$ cat src/rtl/dmxpa_pkg.sv
// Shared types, constants and helpers for the lighting universe pixel assembler.
`timescale 1ns / 1ps

package dmxpa_pkg;

  // Item kinds on the input stream
  localparam logic [1:0] KIND_HEADER = 2'd0;
  localparam logic [1:0] KIND_PIXEL  = 2'd1;
  localparam logic [1:0] KIND_END    = 2'd2;
  localparam logic [1:0] KIND_TICK   = 2'd3;

  // Configuration register indexes
  localparam int unsigned CFG_INDEX_W = 4;
  localparam logic [CFG_INDEX_W-1:0] REG_START_UNIVERSE = 4'd0;
  localparam logic [CFG_INDEX_W-1:0] REG_LED_COUNT      = 4'd1;
  localparam logic [CFG_INDEX_W-1:0] REG_UNIVERSE_COUNT = 4'd2;
  localparam logic [CFG_INDEX_W-1:0] REG_IDLE_TIMEOUT   = 4'd3;
  localparam int unsigned CFG_DATA_W = 16;

  // Register reset values
  localparam logic [14:0] START_UNIVERSE_RST = 15'd0;
  localparam logic [13:0] LED_COUNT_RST      = 14'd3888;
  localparam logic [5:0]  UNIVERSE_COUNT_RST = 6'd23;
  localparam logic [15:0] IDLE_TIMEOUT_RST   = 16'd3000;

  // Frame limits
  localparam int unsigned MAX_UNIVERSES = 32;
  localparam int unsigned MAX_LEDS      = 8192;
  localparam int unsigned MAP_W         = 32;
  localparam int unsigned TRACK_LIMIT   = (MAX_UNIVERSES < MAP_W) ? MAX_UNIVERSES : MAP_W;

  // Packet length clamp and divide-by-three through a scaled reciprocal
  localparam logic [9:0] PACKET_LIMIT = 10'd512;
  localparam int unsigned RECIP3       = 683;
  localparam int unsigned RECIP3_SHIFT = 11;

  // Queue between front and back
  localparam int unsigned QUEUE_DEPTH = 4;
  localparam int unsigned QUEUE_AW    = $clog2(QUEUE_DEPTH);

  // Stream widths
  localparam int unsigned IN_DATA_W  = 56;
  localparam int unsigned OUT_DATA_W = 56;

  typedef struct packed {
    logic [14:0] start_universe;
    logic [13:0] led_count;
    logic [5:0]  universe_count;
    logic [15:0] idle_timeout_ms;
  } cfg_t;

  // Classified item handed from front to back
  typedef struct packed {
    logic [1:0]  kind;
    logic        uni_ok;
    logic        mark;
    logic [4:0]  rel_bit;
    logic [7:0]  pixels;
    logic [22:0] offset;
    logic [7:0]  red;
    logic [7:0]  green;
    logic [7:0]  blue;
  } cmd_t;

  typedef struct packed {
    logic        pixel_write;
    logic [12:0] pixel_address;
    logic [7:0]  out_red;
    logic [7:0]  out_green;
    logic [7:0]  out_blue;
    logic        frame_show;
    logic [15:0] frame_number;
    logic        activity_led;
  } res_t;

  // Universes tracked in the bitmap: universe_count capped at the map size
  function automatic logic [5:0] tracked_count(input logic [5:0] universe_count);
    logic [5:0] lim;
    lim = 6'(TRACK_LIMIT);
    tracked_count = (universe_count > lim) ? lim : universe_count;
  endfunction

endpackage

$ cat src/rtl/dmxpa_front.sv
// Front: accepts input items, clamps and divides the header length, computes universe offset.
`timescale 1ns / 1ps

module dmxpa_front (
  input  logic                 clk,
  input  logic                 rst,
  input  dmxpa_pkg::cfg_t      cfg,
  input  logic                 in_valid,
  output logic                 in_ready,
  input  logic [1:0]           in_kind,
  input  logic [14:0]          in_universe,
  input  logic [9:0]           in_packet_length,
  input  logic [7:0]           in_red,
  input  logic [7:0]           in_green,
  input  logic [7:0]           in_blue,
  output logic                 cmd_valid,
  input  logic                 cmd_ready,
  output dmxpa_pkg::cmd_t      cmd
);

  logic            s1_valid;
  dmxpa_pkg::cmd_t s1;
  logic            s2_valid;
  dmxpa_pkg::cmd_t s2;
  logic            adv1;
  logic            adv2;

  logic [9:0]      len_c;
  logic [19:0]     len_prod;
  logic [15:0]     diff;
  logic            uni_ok;
  logic [5:0]      tracked;
  dmxpa_pkg::cmd_t s1_next;
  dmxpa_pkg::cmd_t s2_next;

  // Elastic two-stage pipe
  assign adv2     = !s2_valid || cmd_ready;
  assign adv1     = !s1_valid || adv2;
  assign in_ready = adv1;

  // Stage 1: length clamp, pixels = len / 3, relative universe
  always_comb begin
    len_c    = (in_packet_length > dmxpa_pkg::PACKET_LIMIT) ? dmxpa_pkg::PACKET_LIMIT
                                                              : in_packet_length;
    len_prod = 20'(len_c) * 20'(dmxpa_pkg::RECIP3);
    diff     = {1'b0, in_universe} - {1'b0, cfg.start_universe};
    uni_ok   = !diff[15];
    tracked  = dmxpa_pkg::tracked_count(cfg.universe_count);

    s1_next         = '0;
    s1_next.kind    = in_kind;
    s1_next.uni_ok  = uni_ok;
    s1_next.mark    = uni_ok && (diff[14:0] < {9'd0, tracked});
    s1_next.rel_bit = diff[4:0];
    s1_next.pixels  = len_prod[dmxpa_pkg::RECIP3_SHIFT +: 8];
    // offset field carries the relative universe until stage 2
    s1_next.offset  = uni_ok ? {8'd0, diff[14:0]} : 23'd0;
    s1_next.red     = in_red;
    s1_next.green   = in_green;
    s1_next.blue    = in_blue;
  end

  // Stage 2: universe offset = relative universe * pixels of this packet
  always_comb begin
    s2_next        = s1;
    s2_next.offset = 23'(s1.offset[14:0]) * 23'(s1.pixels);
  end

  // Stage registers
  always_ff @(posedge clk) begin
    if (rst) begin
      s1_valid <= 1'b0;
      s2_valid <= 1'b0;
    end else begin
      if (adv1) s1_valid <= in_valid;
      if (adv2) s2_valid <= s1_valid;
    end
    if (adv1) s1 <= s1_next;
    if (adv2) s2 <= s2_next;
  end

  assign cmd_valid = s2_valid;
  assign cmd       = s2;

endmodule

$ cat src/rtl/dmxpa_queue.sv
// Short FIFO of classified items between front and back.
`timescale 1ns / 1ps

module dmxpa_queue (
  input  logic            clk,
  input  logic            rst,
  input  logic            wr_valid,
  output logic            wr_ready,
  input  dmxpa_pkg::cmd_t wr_cmd,
  output logic            rd_valid,
  input  logic            rd_ready,
  output dmxpa_pkg::cmd_t rd_cmd
);

  localparam int unsigned AW = dmxpa_pkg::QUEUE_AW;

  dmxpa_pkg::cmd_t mem [dmxpa_pkg::QUEUE_DEPTH];
  logic [AW-1:0]   wr_ptr;
  logic [AW-1:0]   rd_ptr;
  logic [AW:0]     count;
  logic            push;
  logic            pop;

  assign wr_ready = (count != (AW+1)'(dmxpa_pkg::QUEUE_DEPTH));
  assign rd_valid = (count != '0);
  assign push     = wr_valid && wr_ready;
  assign pop      = rd_valid && rd_ready;
  assign rd_cmd   = mem[rd_ptr];

  // Pointers and fill count
  always_ff @(posedge clk) begin
    if (rst) begin
      wr_ptr <= '0;
      rd_ptr <= '0;
      count  <= '0;
    end else begin
      if (push) wr_ptr <= wr_ptr + 1'b1;
      if (pop)  rd_ptr <= rd_ptr + 1'b1;
      if (push && !pop)      count <= count + 1'b1;
      else if (pop && !push) count <= count - 1'b1;
    end
  end

  // Storage
  always_ff @(posedge clk) begin
    if (push) mem[wr_ptr] <= wr_cmd;
  end

endmodule

$ cat src/rtl/dmxpa_back.sv
// Back: packet state, pixel address and write decision, frame show and activity timer.
`timescale 1ns / 1ps

module dmxpa_back (
  input  logic            clk,
  input  logic            rst,
  input  dmxpa_pkg::cfg_t cfg,
  input  logic            cmd_valid,
  output logic            cmd_ready,
  input  dmxpa_pkg::cmd_t cmd,
  output logic            res_valid,
  input  logic            res_ready,
  output dmxpa_pkg::res_t res
);

  logic [31:0] received_map,     received_map_next;
  logic [22:0] universe_offset,  universe_offset_next;
  logic [7:0]  pixels_in_packet, pixels_in_packet_next;
  logic [7:0]  pixel_counter,    pixel_counter_next;
  logic        universe_valid,   universe_valid_next;
  logic [15:0] frames_shown,     frames_shown_next;
  logic        activity_level,   activity_level_next;
  logic [15:0] idle_time,        idle_time_next;

  dmxpa_pkg::res_t res_next;
  logic            take;
  logic [23:0]     addr_sum;
  logic [31:0]     need;
  logic [5:0]      tracked;
  logic [15:0]     idle_inc;

  assign cmd_ready = !res_valid || res_ready;
  assign take      = cmd_valid && cmd_ready;

  // Mask of universes that must be present
  always_comb begin
    tracked = dmxpa_pkg::tracked_count(cfg.universe_count);
    for (int i = 0; i < 32; i++) begin
      need[i] = (6'(i) < tracked);
    end
  end

  // Next state and result for one item
  always_comb begin
    received_map_next     = received_map;
    universe_offset_next  = universe_offset;
    pixels_in_packet_next = pixels_in_packet;
    pixel_counter_next    = pixel_counter;
    universe_valid_next   = universe_valid;
    frames_shown_next     = frames_shown;
    activity_level_next   = activity_level;
    idle_time_next        = idle_time;
    res_next              = '0;
    addr_sum = {1'b0, universe_offset} + {16'd0, pixel_counter};
    idle_inc = (idle_time == 16'hFFFF) ? idle_time : idle_time + 16'd1;

    case (cmd.kind)
      dmxpa_pkg::KIND_HEADER: begin
        pixels_in_packet_next = cmd.pixels;
        pixel_counter_next    = 8'd0;
        universe_valid_next   = cmd.uni_ok;
        universe_offset_next  = cmd.offset;
        if (cmd.mark) received_map_next = received_map | (32'd1 << cmd.rel_bit);
      end
      dmxpa_pkg::KIND_PIXEL: begin
        // first pixel of a packet judges activity
        if (pixel_counter == 8'd0 && cmd.red != 8'd0) begin
          activity_level_next = 1'b1;
          idle_time_next      = 16'd0;
        end
        if (universe_valid && pixel_counter < pixels_in_packet &&
            addr_sum < {10'd0, cfg.led_count} &&
            addr_sum < 24'(dmxpa_pkg::MAX_LEDS)) begin
          res_next.pixel_write   = 1'b1;
          res_next.pixel_address = addr_sum[12:0];
          res_next.out_red       = cmd.red;
          res_next.out_green     = cmd.green;
          res_next.out_blue      = cmd.blue;
        end
        if (pixel_counter != 8'hFF) pixel_counter_next = pixel_counter + 8'd1;
      end
      dmxpa_pkg::KIND_END: begin
        if ((received_map & need) == need) begin
          res_next.frame_show = 1'b1;
          frames_shown_next   = frames_shown + 16'd1;
          received_map_next   = 32'd0;
        end
        universe_valid_next = 1'b0;
      end
      dmxpa_pkg::KIND_TICK: begin
        idle_time_next = idle_inc;
        if (idle_inc > cfg.idle_timeout_ms) activity_level_next = 1'b0;
      end
      default: begin
      end
    endcase

    res_next.frame_number = frames_shown_next;
    res_next.activity_led = activity_level_next;
  end

  // State and output register
  always_ff @(posedge clk) begin
    if (rst) begin
      received_map     <= 32'd0;
      universe_offset  <= 23'd0;
      pixels_in_packet <= 8'd0;
      pixel_counter    <= 8'd0;
      universe_valid   <= 1'b0;
      frames_shown     <= 16'd0;
      activity_level   <= 1'b0;
      idle_time        <= 16'd0;
      res_valid        <= 1'b0;
    end else begin
      if (take) begin
        received_map     <= received_map_next;
        universe_offset  <= universe_offset_next;
        pixels_in_packet <= pixels_in_packet_next;
        pixel_counter    <= pixel_counter_next;
        universe_valid   <= universe_valid_next;
        frames_shown     <= frames_shown_next;
        activity_level   <= activity_level_next;
        idle_time        <= idle_time_next;
      end
      if (cmd_ready) res_valid <= cmd_valid;
    end
    if (take) res <= res_next;
  end

endmodule

$ cat src/rtl/dmx_universe_pixel_assembler.sv
// Top level: lighting universe packets to frame-buffer pixel writes.
//
// Input stream (s_*): one item per packet header, RGB pixel, end of packet or
// millisecond tick, kind in s_tuser. Output stream (m_*): exactly one result
// item per input item, in order: a pixel write (m_tuser high) or a status item,
// each carrying frame_show, frame_number and activity_led.
// Configuration (cfg_*): register writes, taken every cycle; write only while
// no items are in flight. Unknown indexes are ignored.
// A result passes the second front stage, a queue entry, then the back's output
// register before it is valid.
// Throughput: one item per cycle while the output is not stalled; the back
// updates all packet state once per item and the front is fully pipelined.
// Reset clears all packet state, the frame count, the activity timer and sets
// the registers to their defaults; no items are held.
// When the receiver stalls, the result register holds, the back stops, and the
// four-entry queue plus the front stages absorb items before s_tready drops.
`timescale 1ns / 1ps

module dmx_universe_pixel_assembler (
  input  logic        clk,
  input  logic        rst,
  input  logic        s_tvalid,
  output logic        s_tready,
  input  logic [55:0] s_tdata,   // universe[14:0], packet_length[24:15], red[32:25],
                                 // green[40:33], blue[48:41], zero[55:49]
  input  logic [1:0]  s_tuser,   // kind[1:0]
  output logic        m_tvalid,
  input  logic        m_tready,
  output logic [55:0] m_tdata,   // pixel_address[12:0], out_red[20:13], out_green[28:21],
                                 // out_blue[36:29], frame_show[37], frame_number[53:38],
                                 // activity_led[54], zero[55]
  output logic        m_tuser,   // pixel_write
  input  logic        cfg_valid,
  output logic        cfg_ready,
  input  logic [3:0]  cfg_index,
  input  logic [15:0] cfg_data
);

  dmxpa_pkg::cfg_t cfg;
  logic            f_valid;
  logic            f_ready;
  dmxpa_pkg::cmd_t f_cmd;
  logic            q_valid;
  logic            q_ready;
  dmxpa_pkg::cmd_t q_cmd;
  dmxpa_pkg::res_t res;

  // Configuration registers
  assign cfg_ready = 1'b1;

  always_ff @(posedge clk) begin
    if (rst) begin
      cfg.start_universe  <= dmxpa_pkg::START_UNIVERSE_RST;
      cfg.led_count       <= dmxpa_pkg::LED_COUNT_RST;
      cfg.universe_count  <= dmxpa_pkg::UNIVERSE_COUNT_RST;
      cfg.idle_timeout_ms <= dmxpa_pkg::IDLE_TIMEOUT_RST;
    end else if (cfg_valid && cfg_ready) begin
      case (cfg_index)
        dmxpa_pkg::REG_START_UNIVERSE: cfg.start_universe  <= cfg_data[14:0];
        dmxpa_pkg::REG_LED_COUNT:      cfg.led_count       <= cfg_data[13:0];
        dmxpa_pkg::REG_UNIVERSE_COUNT: cfg.universe_count  <= cfg_data[5:0];
        dmxpa_pkg::REG_IDLE_TIMEOUT:   cfg.idle_timeout_ms <= cfg_data;
        default: begin
        end
      endcase
    end
  end

  dmxpa_front u_front (
    .clk              (clk),
    .rst              (rst),
    .cfg              (cfg),
    .in_valid         (s_tvalid),
    .in_ready         (s_tready),
    .in_kind          (s_tuser),
    .in_universe      (s_tdata[14:0]),
    .in_packet_length (s_tdata[24:15]),
    .in_red           (s_tdata[32:25]),
    .in_green         (s_tdata[40:33]),
    .in_blue          (s_tdata[48:41]),
    .cmd_valid        (f_valid),
    .cmd_ready        (f_ready),
    .cmd              (f_cmd)
  );

  dmxpa_queue u_queue (
    .clk      (clk),
    .rst      (rst),
    .wr_valid (f_valid),
    .wr_ready (f_ready),
    .wr_cmd   (f_cmd),
    .rd_valid (q_valid),
    .rd_ready (q_ready),
    .rd_cmd   (q_cmd)
  );

  dmxpa_back u_back (
    .clk       (clk),
    .rst       (rst),
    .cfg       (cfg),
    .cmd_valid (q_valid),
    .cmd_ready (q_ready),
    .cmd       (q_cmd),
    .res_valid (m_tvalid),
    .res_ready (m_tready),
    .res       (res)
  );

  // Output packing
  assign m_tuser = res.pixel_write;
  assign m_tdata = {1'b0, res.activity_led, res.frame_number, res.frame_show,
                    res.out_blue, res.out_green, res.out_red, res.pixel_address};

endmodule

$ cat config.mk
export PLATFORM = sky130hd
export DESIGN_NAME = dmx_universe_pixel_assembler
export DESIGN_NICKNAME = d
export VERILOG_FILES = /design/src/rtl/dmxpa_pkg.sv /design/src/rtl/dmxpa_front.sv /design/src/rtl/dmxpa_queue.sv /design/src/rtl/dmxpa_back.sv /design/src/rtl/dmx_universe_pixel_assembler.sv
export SDC_FILE = /design/constraint.sdc
export NUM_CORES = 1
export LEC_CHECK = 0
export ABC_CLOCK_PERIOD_IN_PS = 6200
export BUFFER_PORTS_ARGS = -buffer_cell sky130_fd_sc_hd__buf_2
export CORE_UTILIZATION = 62
export CTS_CLUSTER_DIAMETER = 80
export DETAILED_ROUTE_END_ITERATION = 7
export PLACE_DENSITY = 0.86
export SYNTH_ARGS = -nofsm -noshare
export SYNTH_HDL_FRONTEND = slang
export SYNTH_SLANG_ARGS = --single-unit
$ cat constraint.sdc
create_clock -name clk -period 6.2 [get_ports clk]
set_input_delay 0 -clock clk [delete_from_list [all_inputs] [get_ports clk]]
set_output_delay 0 -clock clk [all_outputs]
set_load 0.01 [all_outputs]
==> results.cfg <==
[finish]
seq_area_um2 = 16340
drive_above_1_share = 0.1323
fin_cells = 3301
layout_common_cells = edfxtp_1, inv_1, nand2_1
layout_commonest_cell = edfxtp_1
multi_input_area_um2 = 12410
nets = 2993
area_delta_synth_final_pct = 12.91
nFillCells = 2924

[detailed_routing]
firstDrtPassIters = 6
drtAntennaViolNets = 0
vias = 20067
via_per_inst = 6.079
drc = 0
m1WireLength_um = 26220
routed.top_layer = met5
wl_per_cell_um = 21.24
wl_um = 70110
wl_met2_um = 35160
dr_wl_met3_um = 5598
detail_route.iter0.violations = 2077

[worst_setup_path]
slowest_delay_ps = 610
r2r-start = u_front.s1[51]
path_cells = and2_1 -> fa_1 -> fa_1 -> fa_1 -> inv_1 -> fa_1 -> inv_1 -> ha_1 -> or4_1 -> o211ai_1 -> a31oi_1 -> o31a_1 -> o221a_2 -> o41ai_1 -> o21bai_1 -> a21oi_1 -> xnor2_1
cp_max_fo = 16
critPathLaunchType = flop
critPathKind = reg -> reg
crit_required_ps = 6560
crit_path_top_delay_cell = edfxtp_1
r2r_end = u_front.cmd[45]
crit_arrival_ps = 6160
r2r_cells = 17
reg2reg_slack_ps = 400
cpMostUsedCell = fa_1
cp-end-kind = flop

[global_route]
grt_use_total = 0.2872
antenna_found_initial = 6
grt_pass1_wl_um = 110100
grt_max_degree = 89
gr-total-overflow = 0
grt_pass1_vias = 20482

[run_status]
outcome = complete, no violations

[yosys]
ys_top_cells_by_area = edfxtp_1, dfxtp_1, ha_1
ys_seq_area_frac = 0.5448
yosysTopAreaCell = edfxtp_1
ys.flop_type = edfxtp_1
avgSynthCellArea_um2 = 12.26
ys_seq_elements = 600
synth_cell_types = 82
syn_area_um2 = 29980
yosysWarnings = 0
synth_nets = 2804
syn_inst = 2445
synth.top_cell.area_share = 0.4326
synthArstFlopShare = 0
synth-edff-count = 432

[placed_design]
finalWeightedCongestion = 0.9549
portBuffers = 133
dp_hpwl_um = 44480
placedCellCount = 3129

[floorplan]
start_util = 0.6280
core_area_um2 = 47750
io_pins = 143
dieArea_um2 = 49240
die_h_um = 221.9
placementRows = 80
die_x_um = 221.9

[sta]
fin_crit_ps = 5798
timing.slew.headroom = 0.2455
hold_viol_final = 0
fmax_mhz = 172.5
tns_ps = 0
rsz0062_at_grt = false
slew_violations = 0
tightest_slew_ps = 1132
clock_skew_ps = 16.46
finalSetupViolations = 0
finalCritPeriodShare = 0.9351

[pwr]
p_leak_nw = 13.32
peakVddDrop_mv = 0.5303
powerDensity_nw_per_um2 = 443.9
p_total_mw = 15.03

[min_path]
min_to = u_front.s1[57]
min_from = s_tdata[2]
hold_depth = 3
worstHoldPathType = in -> reg

[clock_network]
post_cts_buffers = 0
cts_root_buf = clkbuf_16
ctsHoldBuffers = 61
path_clk_slew_ps = 60
cts_made_buffers = 57
cts_htree_levels = 2
cts-resized-gates = 0
clockBufferDepth = 3
insertion_delay_ps = 620
clock_sinks = 600
cts_tree = yes

[flow_run]
max-cap-violations = 0
## routing by layer
metal,global-route usage,vias up
met1,0.3476,9823
met3,0.05447,259
met4,0.1223,6
met2,0.5032,1028
li1,-,8951
met5,0,-
## logic make-up after synthesis
kind of cell,count (synthesis),share of synthesized area
buffers and inverters,327,0.04227
other,2,0.0002505
AND/OR/NAND/NOR,725,0.1162
adder cells (fa/ha/maj),276,0.1407
XOR/XNOR,105,0.03067
multiplexers,87,0.05550
flip-flops,600,0.5448
AO/OA/AOI/OAI,323,0.06956
## synth_stat cells, types with 40 or more instances
library cell and number:
clkbuf_1 60, mux4_2 63, o21ai_0 42, nand2_1 235
ha_1 174, and2_1 71, inv_1 242, dfxtp_1 168
nor2_1 185, fa_1 102, edfxtp_1 432, a21oi_1 129
nor2b_1 61, xor2_1 40, nor3_1 47, xnor2_1 65
## per-stage QoR
step	utilization	hold WS [ps]	area, um2	setup WS, ps
2_1_floorplan	-	98.87	29980	832.7
3_3_place_gp	0.6544	176.1	31250	548.1
3_5_place_dp	0.6544	178.1	31250	431.4
4_1_cts	0.7089	9.276	33850	401.3
5_1_grt	0.7090	27.74	33850	123.0
6_report	0.7091	15.31	33860	402.5
## critical path, delay by kind of cell, from the launching register on
family	cells	cell delay [ps]
and+or+nand+nor	2	860
xor gates and xnor gates	1	80
buffers and inverters	2	90
adders and majority gates	5	2350
AOI/OAI and AO/OA	7	1560
DFF	1	610
## power by group
group / switching, mW / total, mW / internal [mW]
Clock: 1.55 / 3.66 / 2.11
Sequential: 0.482 / 5.68 / 5.20
Combinational: 3.27 / 5.68 / 2.41
## sequential cells by signal, summed over array words and instances (netlist names), named ones only
name	count
u_back.activity_level	1
u_queue.count	3
u_front.cmd_valid	1
u_queue.mem	256
u_queue.wr_ptr	2
u_back.res	56
u_back.received_map	32
u_back.pixel_counter	8
u_front.s1	56
cfg	51
u_back.universe_valid	1
u_front.cmd	64
u_queue.rd_ptr	2
u_back.pixels_in_packet	8
u_back.idle_time	16
u_back.res_valid	1
u_back.frames_shown	16
u_back.universe_offset	23
u_front.s1_valid	1
## worst max-delay path by stage
stage,from,to,slack (ps)
final,u_front.s1[51],u_front.cmd[45],400
after detailed placement,u_front.s1[54],u_front.cmd[45],430
after CTS,u_front.s1[54],u_front.cmd[45],400
after global routing,u_front.s1[54],u_front.cmd[45],120
after global placement,u_front.s1[54],u_front.cmd[45],550
after floorplan,u_front.s1[54],u_front.cmd[45],830
## final cells by class
cell class / instances / area share
multi-input combinational: 1518 / 0.3667
clock buffer: 74 / 0.04801
timing repair buffer: 212 / 0.04176
tap: 615 / 0.02273
inverter: 245 / 0.02716
sequential: 600 / 0.4827
clock inverter: 34 / 0.01079
antenna: 3 / 0.0002217
(Power assumes the default switching activity.)
